`src/rtl/twcd_pkg.sv`:
```
`timescale 1ns / 1ps
// ----------------------------------------------------------------------------
// twcd_pkg: shared types and constants
// Codes, widths and state types for the temporary write-cache disable counter.
// ----------------------------------------------------------------------------
package twcd_pkg;

  localparam int NUM_USERS  = 16;
  localparam int USER_W     = 4;
  localparam int USER_IDX_W = (NUM_USERS > 1) ? $clog2(NUM_USERS) : 1;
  localparam int OPT_W      = 2;
  localparam int COUNT_W    = 8;
  localparam int ACTIVE_W   = 5;

  localparam logic [COUNT_W-1:0] COUNT_MAX = {COUNT_W{1'b1}};

  typedef enum logic {
    CMD_SET   = 1'b0,
    CMD_CLEAR = 1'b1
  } cmd_t;

  typedef enum logic [OPT_W-1:0] {
    OPT_ONE = 2'd0,
    OPT_ALL = 2'd1
  } opt_t;

  typedef enum logic {
    STATUS_OK      = 1'b0,
    STATUS_BAD_OPT = 1'b1
  } status_t;

  typedef enum logic {
    S_IDLE,
    S_CALC
  } state_t;

  typedef struct packed {
    logic                  en;
    logic [USER_IDX_W-1:0] addr;
    logic [COUNT_W-1:0]    data;
  } mem_wr_t;

endpackage

```
`src/rtl/twcd_if.sv`:
```
`timescale 1ns / 1ps
// ----------------------------------------------------------------------------
// twcd_in_if / twcd_out_if: item channels
// Valid/ready channels for request items and result items.
// ----------------------------------------------------------------------------
interface twcd_in_if;
  logic                                 valid;
  logic                                 ready;
  logic                                 command;
  logic [twcd_pkg::USER_W-1:0]          user;
  logic [twcd_pkg::OPT_W-1:0]           clear_option;
  logic                                 cache_enabled;
  logic                                 disable_in_progress;
  logic                                 other_disables_active;

  modport source (
    output valid, command, user, clear_option, cache_enabled,
           disable_in_progress, other_disables_active,
    input  ready
  );
  modport sink (
    input  valid, command, user, clear_option, cache_enabled,
           disable_in_progress, other_disables_active,
    output ready
  );
endinterface

interface twcd_out_if;
  logic                                 valid;
  logic                                 ready;
  logic                                 status;
  logic                                 temp_disabled;
  logic                                 request_global_disable;
  logic                                 request_global_enable;
  logic [twcd_pkg::ACTIVE_W-1:0]        active_users;

  modport source (
    output valid, status, temp_disabled, request_global_disable,
           request_global_enable, active_users,
    input  ready
  );
  modport sink (
    input  valid, status, temp_disabled, request_global_disable,
           request_global_enable, active_users,
    output ready
  );
endinterface

```
`src/rtl/temp_write_cache_disable_refcount_top.sv`:
```
`timescale 1ns / 1ps
// ----------------------------------------------------------------------------
// temp_write_cache_disable_refcount_top: temporary write-cache disable counter
// Counts temporary write-cache disable requests per user and raises the
// global disable and enable pulses.
// ----------------------------------------------------------------------------
// Usage:
// Request items arrive on the req channel: a set or clear command, the user,
// the clear option and three status bits of the write cache. Every accepted
// item produces exactly one result item on the rsp channel with the status,
// the temporary-disable flag, the two request pulses and the count of users
// that hold requests.
// Each item passes through S_IDLE and S_CALC: the accept cycle in S_IDLE reads
// the user's count from the count memory, and S_CALC modifies it, writes it
// back and loads the result register. The next item can be accepted only once
// the block is back in S_IDLE, so an item is not taken before the last one has
// finished the single read-modify-write of the count memory.
// The result register parts the two sides: a new item is accepted while the
// previous result still waits. If a result is still waiting when the next one
// is ready, the block holds in S_CALC until rsp is taken.
// Reset clears all counts, the active-user count and both flags at once; no
// clearing pass is needed.
// ----------------------------------------------------------------------------
module temp_write_cache_disable_refcount_top (
  input  logic        clk,
  input  logic        rst,
  twcd_in_if.sink     req,
  twcd_out_if.source  rsp
);

  twcd_pkg::state_t state, state_next;

  logic                               cmd_q;
  logic [twcd_pkg::USER_W-1:0]        user_q;
  logic [twcd_pkg::OPT_W-1:0]         opt_q;
  logic                               ena_q;
  logic                               dip_q;
  logic                               others_q;

  logic [twcd_pkg::ACTIVE_W-1:0]      users, users_next;
  logic                               flag, flag_next;
  logic                               pend, pend_next;

  logic [twcd_pkg::COUNT_W-1:0]       cnt, cnt_next;
  logic                               in_range;
  logic                               status_c, dis_c, ena_c;
  logic                               accept, load;
  twcd_pkg::mem_wr_t                  wr;

  assign accept = req.valid && req.ready;

  twcd_count_mem u_mem (
    .clk     (clk),
    .rst     (rst),
    .rd_en   (accept),
    .rd_addr (twcd_pkg::USER_IDX_W'(req.user)),
    .rd_data (cnt),
    .wr      (wr)
  );

  always_ff @(posedge clk) begin
    if (accept) begin
      cmd_q    <= req.command;
      user_q   <= req.user;
      opt_q    <= req.clear_option;
      ena_q    <= req.cache_enabled;
      dip_q    <= req.disable_in_progress;
      others_q <= req.other_disables_active;
    end
  end

  always_comb begin
    in_range   = 32'(user_q) < twcd_pkg::NUM_USERS;
    cnt_next   = cnt;
    users_next = users;
    flag_next  = flag;
    pend_next  = pend;
    status_c   = twcd_pkg::STATUS_OK;
    dis_c      = 1'b0;
    ena_c      = 1'b0;
    if (in_range) begin
      if (cmd_q == twcd_pkg::CMD_SET) begin
        if (cnt == '0) begin
          users_next = users + 1'b1;
        end
        if (cnt != twcd_pkg::COUNT_MAX) begin
          cnt_next = cnt + 1'b1;
        end
        if (users == '0) begin
          flag_next = 1'b1;
          if (ena_q && !dip_q) begin
            dis_c     = 1'b1;
            pend_next = 1'b1;
          end
        end
      end else if (users != '0 && cnt != '0) begin
        case (opt_q)
          twcd_pkg::OPT_ONE: cnt_next = cnt - 1'b1;
          twcd_pkg::OPT_ALL: cnt_next = '0;
          default:           status_c = twcd_pkg::STATUS_BAD_OPT;
        endcase
        if (status_c == twcd_pkg::STATUS_OK) begin
          if (cnt_next == '0) begin
            users_next = users - 1'b1;
          end
          if (users_next == '0) begin
            flag_next = 1'b0;
            if (!others_q && pend) begin
              pend_next = 1'b0;
              ena_c     = 1'b1;
            end
          end
        end
      end
    end
  end

  assign load    = (state == twcd_pkg::S_CALC) && (!rsp.valid || rsp.ready);
  assign wr.en   = load && in_range && (cnt_next != cnt);
  assign wr.addr = twcd_pkg::USER_IDX_W'(user_q);
  assign wr.data = cnt_next;

  always_comb begin
    state_next = state;
    req.ready  = 1'b0;
    unique case (state)
      twcd_pkg::S_IDLE: begin
        req.ready = 1'b1;
        if (req.valid) begin
          state_next = twcd_pkg::S_CALC;
        end
      end
      twcd_pkg::S_CALC: begin
        if (load) begin
          state_next = twcd_pkg::S_IDLE;
        end
      end
      default: state_next = twcd_pkg::S_IDLE;
    endcase
  end

  always_ff @(posedge clk) begin
    if (rst) begin
      state     <= twcd_pkg::S_IDLE;
      users     <= '0;
      flag      <= 1'b0;
      pend      <= 1'b0;
      rsp.valid <= 1'b0;
    end else begin
      state <= state_next;
      if (load) begin
        users     <= users_next;
        flag      <= flag_next;
        pend      <= pend_next;
        rsp.valid <= 1'b1;
      end else if (rsp.ready) begin
        rsp.valid <= 1'b0;
      end
    end
  end

  always_ff @(posedge clk) begin
    if (load) begin
      rsp.status                 <= status_c;
      rsp.temp_disabled          <= flag_next;
      rsp.request_global_disable <= dis_c;
      rsp.request_global_enable  <= ena_c;
      rsp.active_users           <= users_next;
    end
  end

  a_accept_then_calc: assert property (@(posedge clk) disable iff (rst)
    accept |=> state == twcd_pkg::S_CALC)
    else $error("accepted item did not move to the update cycle");

  a_stall_holds: assert property (@(posedge clk) disable iff (rst)
    (state == twcd_pkg::S_CALC && rsp.valid && !rsp.ready) |=> state == twcd_pkg::S_CALC)
    else $error("update cycle left while the result register was full");

  a_pulses_exclusive: assert property (@(posedge clk) disable iff (rst)
    rsp.valid |-> !(rsp.request_global_disable && rsp.request_global_enable))
    else $error("disable and enable pulses in the same result");

  a_bad_opt_no_pulse: assert property (@(posedge clk) disable iff (rst)
    (rsp.valid && rsp.status == twcd_pkg::STATUS_BAD_OPT)
      |-> !rsp.request_global_disable && !rsp.request_global_enable)
    else $error("rejected clear produced a pulse");

  a_users_bound: assert property (@(posedge clk) disable iff (rst)
    32'(users) <= twcd_pkg::NUM_USERS)
    else $error("active user count exceeds the number of users");

  a_flag_tracks_users: assert property (@(posedge clk) disable iff (rst)
    flag == (users != '0))
    else $error("temporary-disable flag out of step with the active users");

endmodule

```
`src/rtl/twcd_count_mem.sv`:
```
`timescale 1ns / 1ps
// ----------------------------------------------------------------------------
// twcd_count_mem: per-user request count memory
// Synchronous memory with a registered read; entries never written read
// as zero through per-entry valid bits cleared at reset.
// ----------------------------------------------------------------------------
module twcd_count_mem (
  input  logic                                clk,
  input  logic                                rst,
  input  logic                                rd_en,
  input  logic [twcd_pkg::USER_IDX_W-1:0]     rd_addr,
  output logic [twcd_pkg::COUNT_W-1:0]        rd_data,
  input  twcd_pkg::mem_wr_t                   wr
);

  logic [twcd_pkg::COUNT_W-1:0] mem [twcd_pkg::NUM_USERS];
  logic [twcd_pkg::NUM_USERS-1:0] vld;
  logic [twcd_pkg::COUNT_W-1:0] rd_raw;
  logic rd_vld;

  always_ff @(posedge clk) begin
    if (wr.en) begin
      mem[wr.addr] <= wr.data;
    end
    if (rd_en) begin
      rd_raw <= mem[rd_addr];
    end
  end

  always_ff @(posedge clk) begin
    if (rst) begin
      vld    <= '0;
      rd_vld <= 1'b0;
    end else begin
      if (wr.en) begin
        vld[wr.addr] <= 1'b1;
      end
      if (rd_en) begin
        rd_vld <= vld[rd_addr];
      end
    end
  end

  assign rd_data = rd_vld ? rd_raw : '0;

endmodule
```
`src/flat_wrapper.sv`:
```
// flat-port wrapper written by rule: the top's interface ports become plain ports
module temp_write_cache_disable_refcount_top_flat 
  (clk, rst, req_valid, req_command, req_user, req_clear_option, req_cache_enabled, req_disable_in_progress, req_other_disables_active, req_ready, rsp_valid, rsp_status, rsp_temp_disabled, rsp_request_global_disable, rsp_request_global_enable, rsp_active_users, rsp_ready);
  twcd_in_if req_i ();
  twcd_out_if rsp_i ();
  input  logic clk;
  input  logic rst;
  input wire logic [$bits(req_i.valid)-1:0] req_valid;
  input wire logic [$bits(req_i.command)-1:0] req_command;
  input wire logic [$bits(req_i.user)-1:0] req_user;
  input wire logic [$bits(req_i.clear_option)-1:0] req_clear_option;
  input wire logic [$bits(req_i.cache_enabled)-1:0] req_cache_enabled;
  input wire logic [$bits(req_i.disable_in_progress)-1:0] req_disable_in_progress;
  input wire logic [$bits(req_i.other_disables_active)-1:0] req_other_disables_active;
  output wire logic [$bits(req_i.ready)-1:0] req_ready;
  output wire logic [$bits(rsp_i.valid)-1:0] rsp_valid;
  output wire logic [$bits(rsp_i.status)-1:0] rsp_status;
  output wire logic [$bits(rsp_i.temp_disabled)-1:0] rsp_temp_disabled;
  output wire logic [$bits(rsp_i.request_global_disable)-1:0] rsp_request_global_disable;
  output wire logic [$bits(rsp_i.request_global_enable)-1:0] rsp_request_global_enable;
  output wire logic [$bits(rsp_i.active_users)-1:0] rsp_active_users;
  input wire logic [$bits(rsp_i.ready)-1:0] rsp_ready;
  assign req_i.valid = req_valid;
  assign req_i.command = req_command;
  assign req_i.user = req_user;
  assign req_i.clear_option = req_clear_option;
  assign req_i.cache_enabled = req_cache_enabled;
  assign req_i.disable_in_progress = req_disable_in_progress;
  assign req_i.other_disables_active = req_other_disables_active;
  assign req_ready = req_i.ready;
  assign rsp_valid = rsp_i.valid;
  assign rsp_status = rsp_i.status;
  assign rsp_temp_disabled = rsp_i.temp_disabled;
  assign rsp_request_global_disable = rsp_i.request_global_disable;
  assign rsp_request_global_enable = rsp_i.request_global_enable;
  assign rsp_active_users = rsp_i.active_users;
  assign rsp_i.ready = rsp_ready;
  temp_write_cache_disable_refcount_top u_core (.clk(clk), .rst(rst), .req(req_i), .rsp(rsp_i));
endmodule
```
`config.mk`:
```
export PLATFORM = sky130hd
export DESIGN_NAME = temp_write_cache_disable_refcount_top_flat
export DESIGN_NICKNAME = d
export VERILOG_FILES = /design/src/rtl/twcd_pkg.sv /design/src/rtl/twcd_if.sv /design/src/rtl/temp_write_cache_disable_refcount_top.sv /design/src/rtl/twcd_count_mem.sv /design/src/flat_wrapper.sv
export SDC_FILE = /design/constraint.sdc
export NUM_CORES = 1
export LEC_CHECK = 0
export BUFFER_PORTS_ARGS = -buffer_cell sky130_fd_sc_hd__buf_4
export CORE_UTILIZATION = 40
export DETAILED_ROUTE_END_ITERATION = 10
export GPL_TIMING_DRIVEN = 0
export PLACE_DENSITY = 0.54
export SLEW_MARGIN = 20
export SYNTH_ARGS = -nofsm -noshare
export SYNTH_HDL_FRONTEND = slang
export SYNTH_SLANG_ARGS = --single-unit
```
`constraint.sdc`:
```
create_clock -name clk -period 7 [get_ports clk]
set_input_delay 0.35 -clock clk [delete_from_list [all_inputs] [get_ports clk]]
set_output_delay 0.35 -clock clk [all_outputs]
set_load 0.05 [all_outputs]
```
==> summary.txt <==
Placement
  • PortBufs: 24
  • Gpl congestion: 0.890
  • DP HPWL: about 12000 um

Floorplanning
  • Die span in y: 144 um
  • DIE WIDTH: 144 um
  • Core area: 19600 um2
  • Die area: between 20000 and 25000 um2
  • Io pins: 25
  • Initial Utilization: 41.1%
  • Row count: 51

STA
  • Setup tns final: 0 ps
  • Final setup vio count: 0
  • Fmax: between 200 and 250 MHz
  • Final hold viol count: 0
  • Final worst clock skew: 10.7 ps
  • RSZ-0062 raised after global routing: no
  • Tightest Pin Transition: 960 ps
  • Slew HR: 36.0%
  • Max-slew violations: 0
  • Final period utilization: 59.7%
  • Clock period minus final worst setup slack: roughly 4200 ps

Pwr
  • Pleak: roughly 3.1 nW
  • Int Power: between 1.5 and 2 mW
  • Gate power share: ~7.4%
  • Pwr Density: 256 nW/um2
  • Clock power share: 42.8%
  • Switch share: 24.8%
  • Psw: 0.594 mW
  • Worst IR Drop VDD: 180 uV
  • Total power: 2.40 mW
  • Seq pwr share: 49.8%

Critical path
  • Top Family by Delay on Critical Path: simple AND/OR/NAND/NOR gates
  • CP max-delay cell: nor3_2
  • Worst setup path startpoint: u_core.u_mem.rd_vld
  • Slowest cell delay on critical path: between 600 and 700 ps
  • CP Buf/Inv Count: 5
  • Critical path endpoint category: flip-flop
  • R2R Path End: u_core.u_mem.mem[6][3]
  • Crit Path Class: flip-flop to flip-flop
  • Worst reg2reg path depth: 13
  • Worst path required time: 7060 ps
  • Crit. path cell count: 13
  • Critical path destination: u_core.u_mem.mem[6][3]
  • Worst Path Arrival: between 4000 and 5000 ps
  • Crit-path max FO: 10
  • R2r setup slk: 2820 ps
  • CP Cell Sequence: clkbuf_1 > buf_4 > buf_6 > nand2_1 > inv_1 > ha_1 > and4_2 > a41oi_1 > nand4_1 > o21ai_0 > a2bb2oi_2 > buf_2 > nor3_2
  • RR Startpoint: u_core.u_mem.rd_vld
  • Startpoint types: flip-flop

CTS
  • CTS sink cnt: about 180
  • Clock slew at the register clock pins of the worst setup and hold paths: about 70 ps
  • Deepest clock path buffer count: 2
  • Worst skew pair latency: 430 ps
  • CTS tree: built
  • Cts hold-fix bufs: 0
  • PostCTS Resize Cnt: 0
  • H-tree depth: 4
  • Setup repair bufs after CTS: 0
  • Clock buffer count from CTS: 17
  • Root buffer cell: clkbuf_16

Logic synthesis
  • Mapped Avg Cell Area: 15.4 um2
  • Main combinational cell family by area after synthesis: multiplexers
  • Post-Synth Adder-Cell Area: less than 1%
  • Post-synth EDFFs: 155
  • Ys Warns: 0
  • Synth Area in Compound Gates: under 10%
  • Main synth FF type: edfxtp_1
  • Seq/Total Area, Yosys: 64.2%
  • Ys async rst share: 0%
  • Distinct cells, synth: 63
  • Post-synthesis mux area share: around an eighth
  • Simple-gate share of the synthesized area: 9.70%
  • FF+latch count, synth: 181
  • Post-synth net total: 542
  • Cell Area, Synth: 8060 um2
  • Xor and xnor area share after synthesis: 0.761%
  • Synthesized instance count: roughly 520

GRT
  • GRT Residual Overflow: 0
  • GRT Overall Usage: approximately 18%
  • Initial antenna violation count: 0
  • First-pass GRT wire length: 27000 um
  • Largest net degree at the start of global routing: 21
  • Vias in the first global route: 4719

Finish
  • Diodes inserted: 0
  • Area Growth Syn to Fin: 16.4%
  • Most frequent cells in the layout: 155 x edfxtp_1, 45 x mux4_2, 33 x buf_4, 26 x dfxtp_1, 24 x nand2b_1
  • Nets@finish: around 600
  • Commonest non-fill, non-tap cell in the layout: edfxtp_1
  • Filler cell count: 1681
  • Proportion of layout cells with a drive suffix above 1: 26.9%

Hold path
  • WHS Path Cells: 1
  • Hold WC Path Type: input pin to flip-flop

Drt
  • Total number of vias: roughly 4800
  • DR pass1 iterations: 5
  • DRT Wirelength: 17100 um
  • Avg WL per Cell: approximately 20 um
  • DRC errors left: 0
  • DR iter-0 viols: 310
  • Vias per cell: about 5.6
  • Routed Antenna Nets: 0

Status
  • Run status: completed

Run
  • MaxCap Viol Count: 0
## flip-flops by register name, summed over array words and instances, names as in the netlist, 2 cells and up
| name | count |
|---|---|
| u_core.u_mem.mem | 128 |
| u_core.u_mem.vld | 16 |
| u_core.u_mem.rd_raw | 8 |
| u_core.rsp.active_users | 5 |
| u_core.users | 5 |
| u_core.user_q | 4 |
| u_core.opt_q | 2 |
## synthesized netlist by cell type (7+ instances only)
master / number / area [um2]
nor2_1: 20 / 75.1
o41ai_1: 18 / 158
nand4_1: 8 / 50.1
a21oi_1: 10 / 50.1
mux4_2: 45 / 1010
nor3_1: 27 / 135
nand2_1: 21 / 78.8
nor2b_1: 7 / 43.8
edfxtp_1: 155 / 4650
clkbuf_1: 21 / 78.8
o21ai_0: 9 / 45.0
buf_1: 9 / 33.8
inv_1: 12 / 45.0
o31ai_1: 7 / 52.6
nand2b_1: 24 / 150
dfxtp_1: 26 / 521
## layout make-up
cell class | count | area, um2 | area share (%)
plain buffers | 45 | 226 | 2.41
clock inverters | 15 | 226 | 2.41
flip-flops and latches | 181 | 5170 | 55.2
inverters | 12 | 45.0 | 0.480
well taps | 265 | 332 | 3.54
multi-input cells | 285 | 2730 | 29.1
repair buffers | 28 | 218 | 2.32
clock buffers | 17 | 425 | 4.54
## per-layer routing
metal  track usage [%]  vias up  wire length [um]
met4              5.49        0               203
met5                 0        -                 0
met3              3.67       16               702
li1                  -     2207                 -
met2              29.4      124              8430
met1              23.9     2417              7790
## worst min-delay path by stage
stage                         start                    to  slack [ps]
5_1_grt                 req_user[1]      u_core.user_q[1]          80
2_1_floorplan  u_core.u_mem.vld[10]  u_core.u_mem.vld[10]         420
6_report                req_command          u_core.cmd_q          90
4_1_cts                 req_command          u_core.cmd_q          70
3_5_place_dp   u_core.u_mem.vld[13]  u_core.u_mem.vld[13]         450
3_3_place_gp   u_core.u_mem.vld[14]  u_core.u_mem.vld[14]         430
## metrics by stage
stage / hold slack [ps] / util [%] / worst slack [ps] / cells / area (um2)
final: 93.0 / 47.9 / 2820 / 848 / 9380
after global routing: 77.9 / 47.9 / 2580 / 848 / 9380
after CTS: 74.8 / 47.7 / 2590 / 848 / 9350
after detailed placement: 449 / 44.4 / 2610 / 816 / 8700
after global placement: 434 / 43.7 / 2580 / 812 / 8570
after floorplan: 422 / - / 3650 / 523 / 8060
## power by group through the flow
stage	Clock [mW]	Combinational, mW	Sequential, mW
2_1_floorplan	0	0.108	1.23
3_3_place_gp	0	0.171	1.22
3_5_place_dp	0	0.178	1.22
4_1_cts	1.05	0.178	1.19
5_1_grt	1.08	0.193	1.20
6_report	1.03	0.179	1.19
## worst register-to-register path, stage by stage (launching register included)
cell	delay, ps
dfxtp_1	300
clkbuf_1	230
buf_4	260
buf_6	160
nand2_1	160
inv_1	70
ha_1	220
and4_2	240
a41oi_1	650
nand4_1	260
o21ai_0	160
a2bb2oi_2	160
buf_2	250
nor3_2	700
## logic make-up after synthesis
logic type,count (synthesis)
flip-flops,181
AND/OR/NAND/NOR,141
AO/OA/AOI/OAI,81
buffers and inverters,57
multiplexers,51
XOR/XNOR,7
adder cells (fa/ha/maj),5
Power figures use the tool's default switching activity.
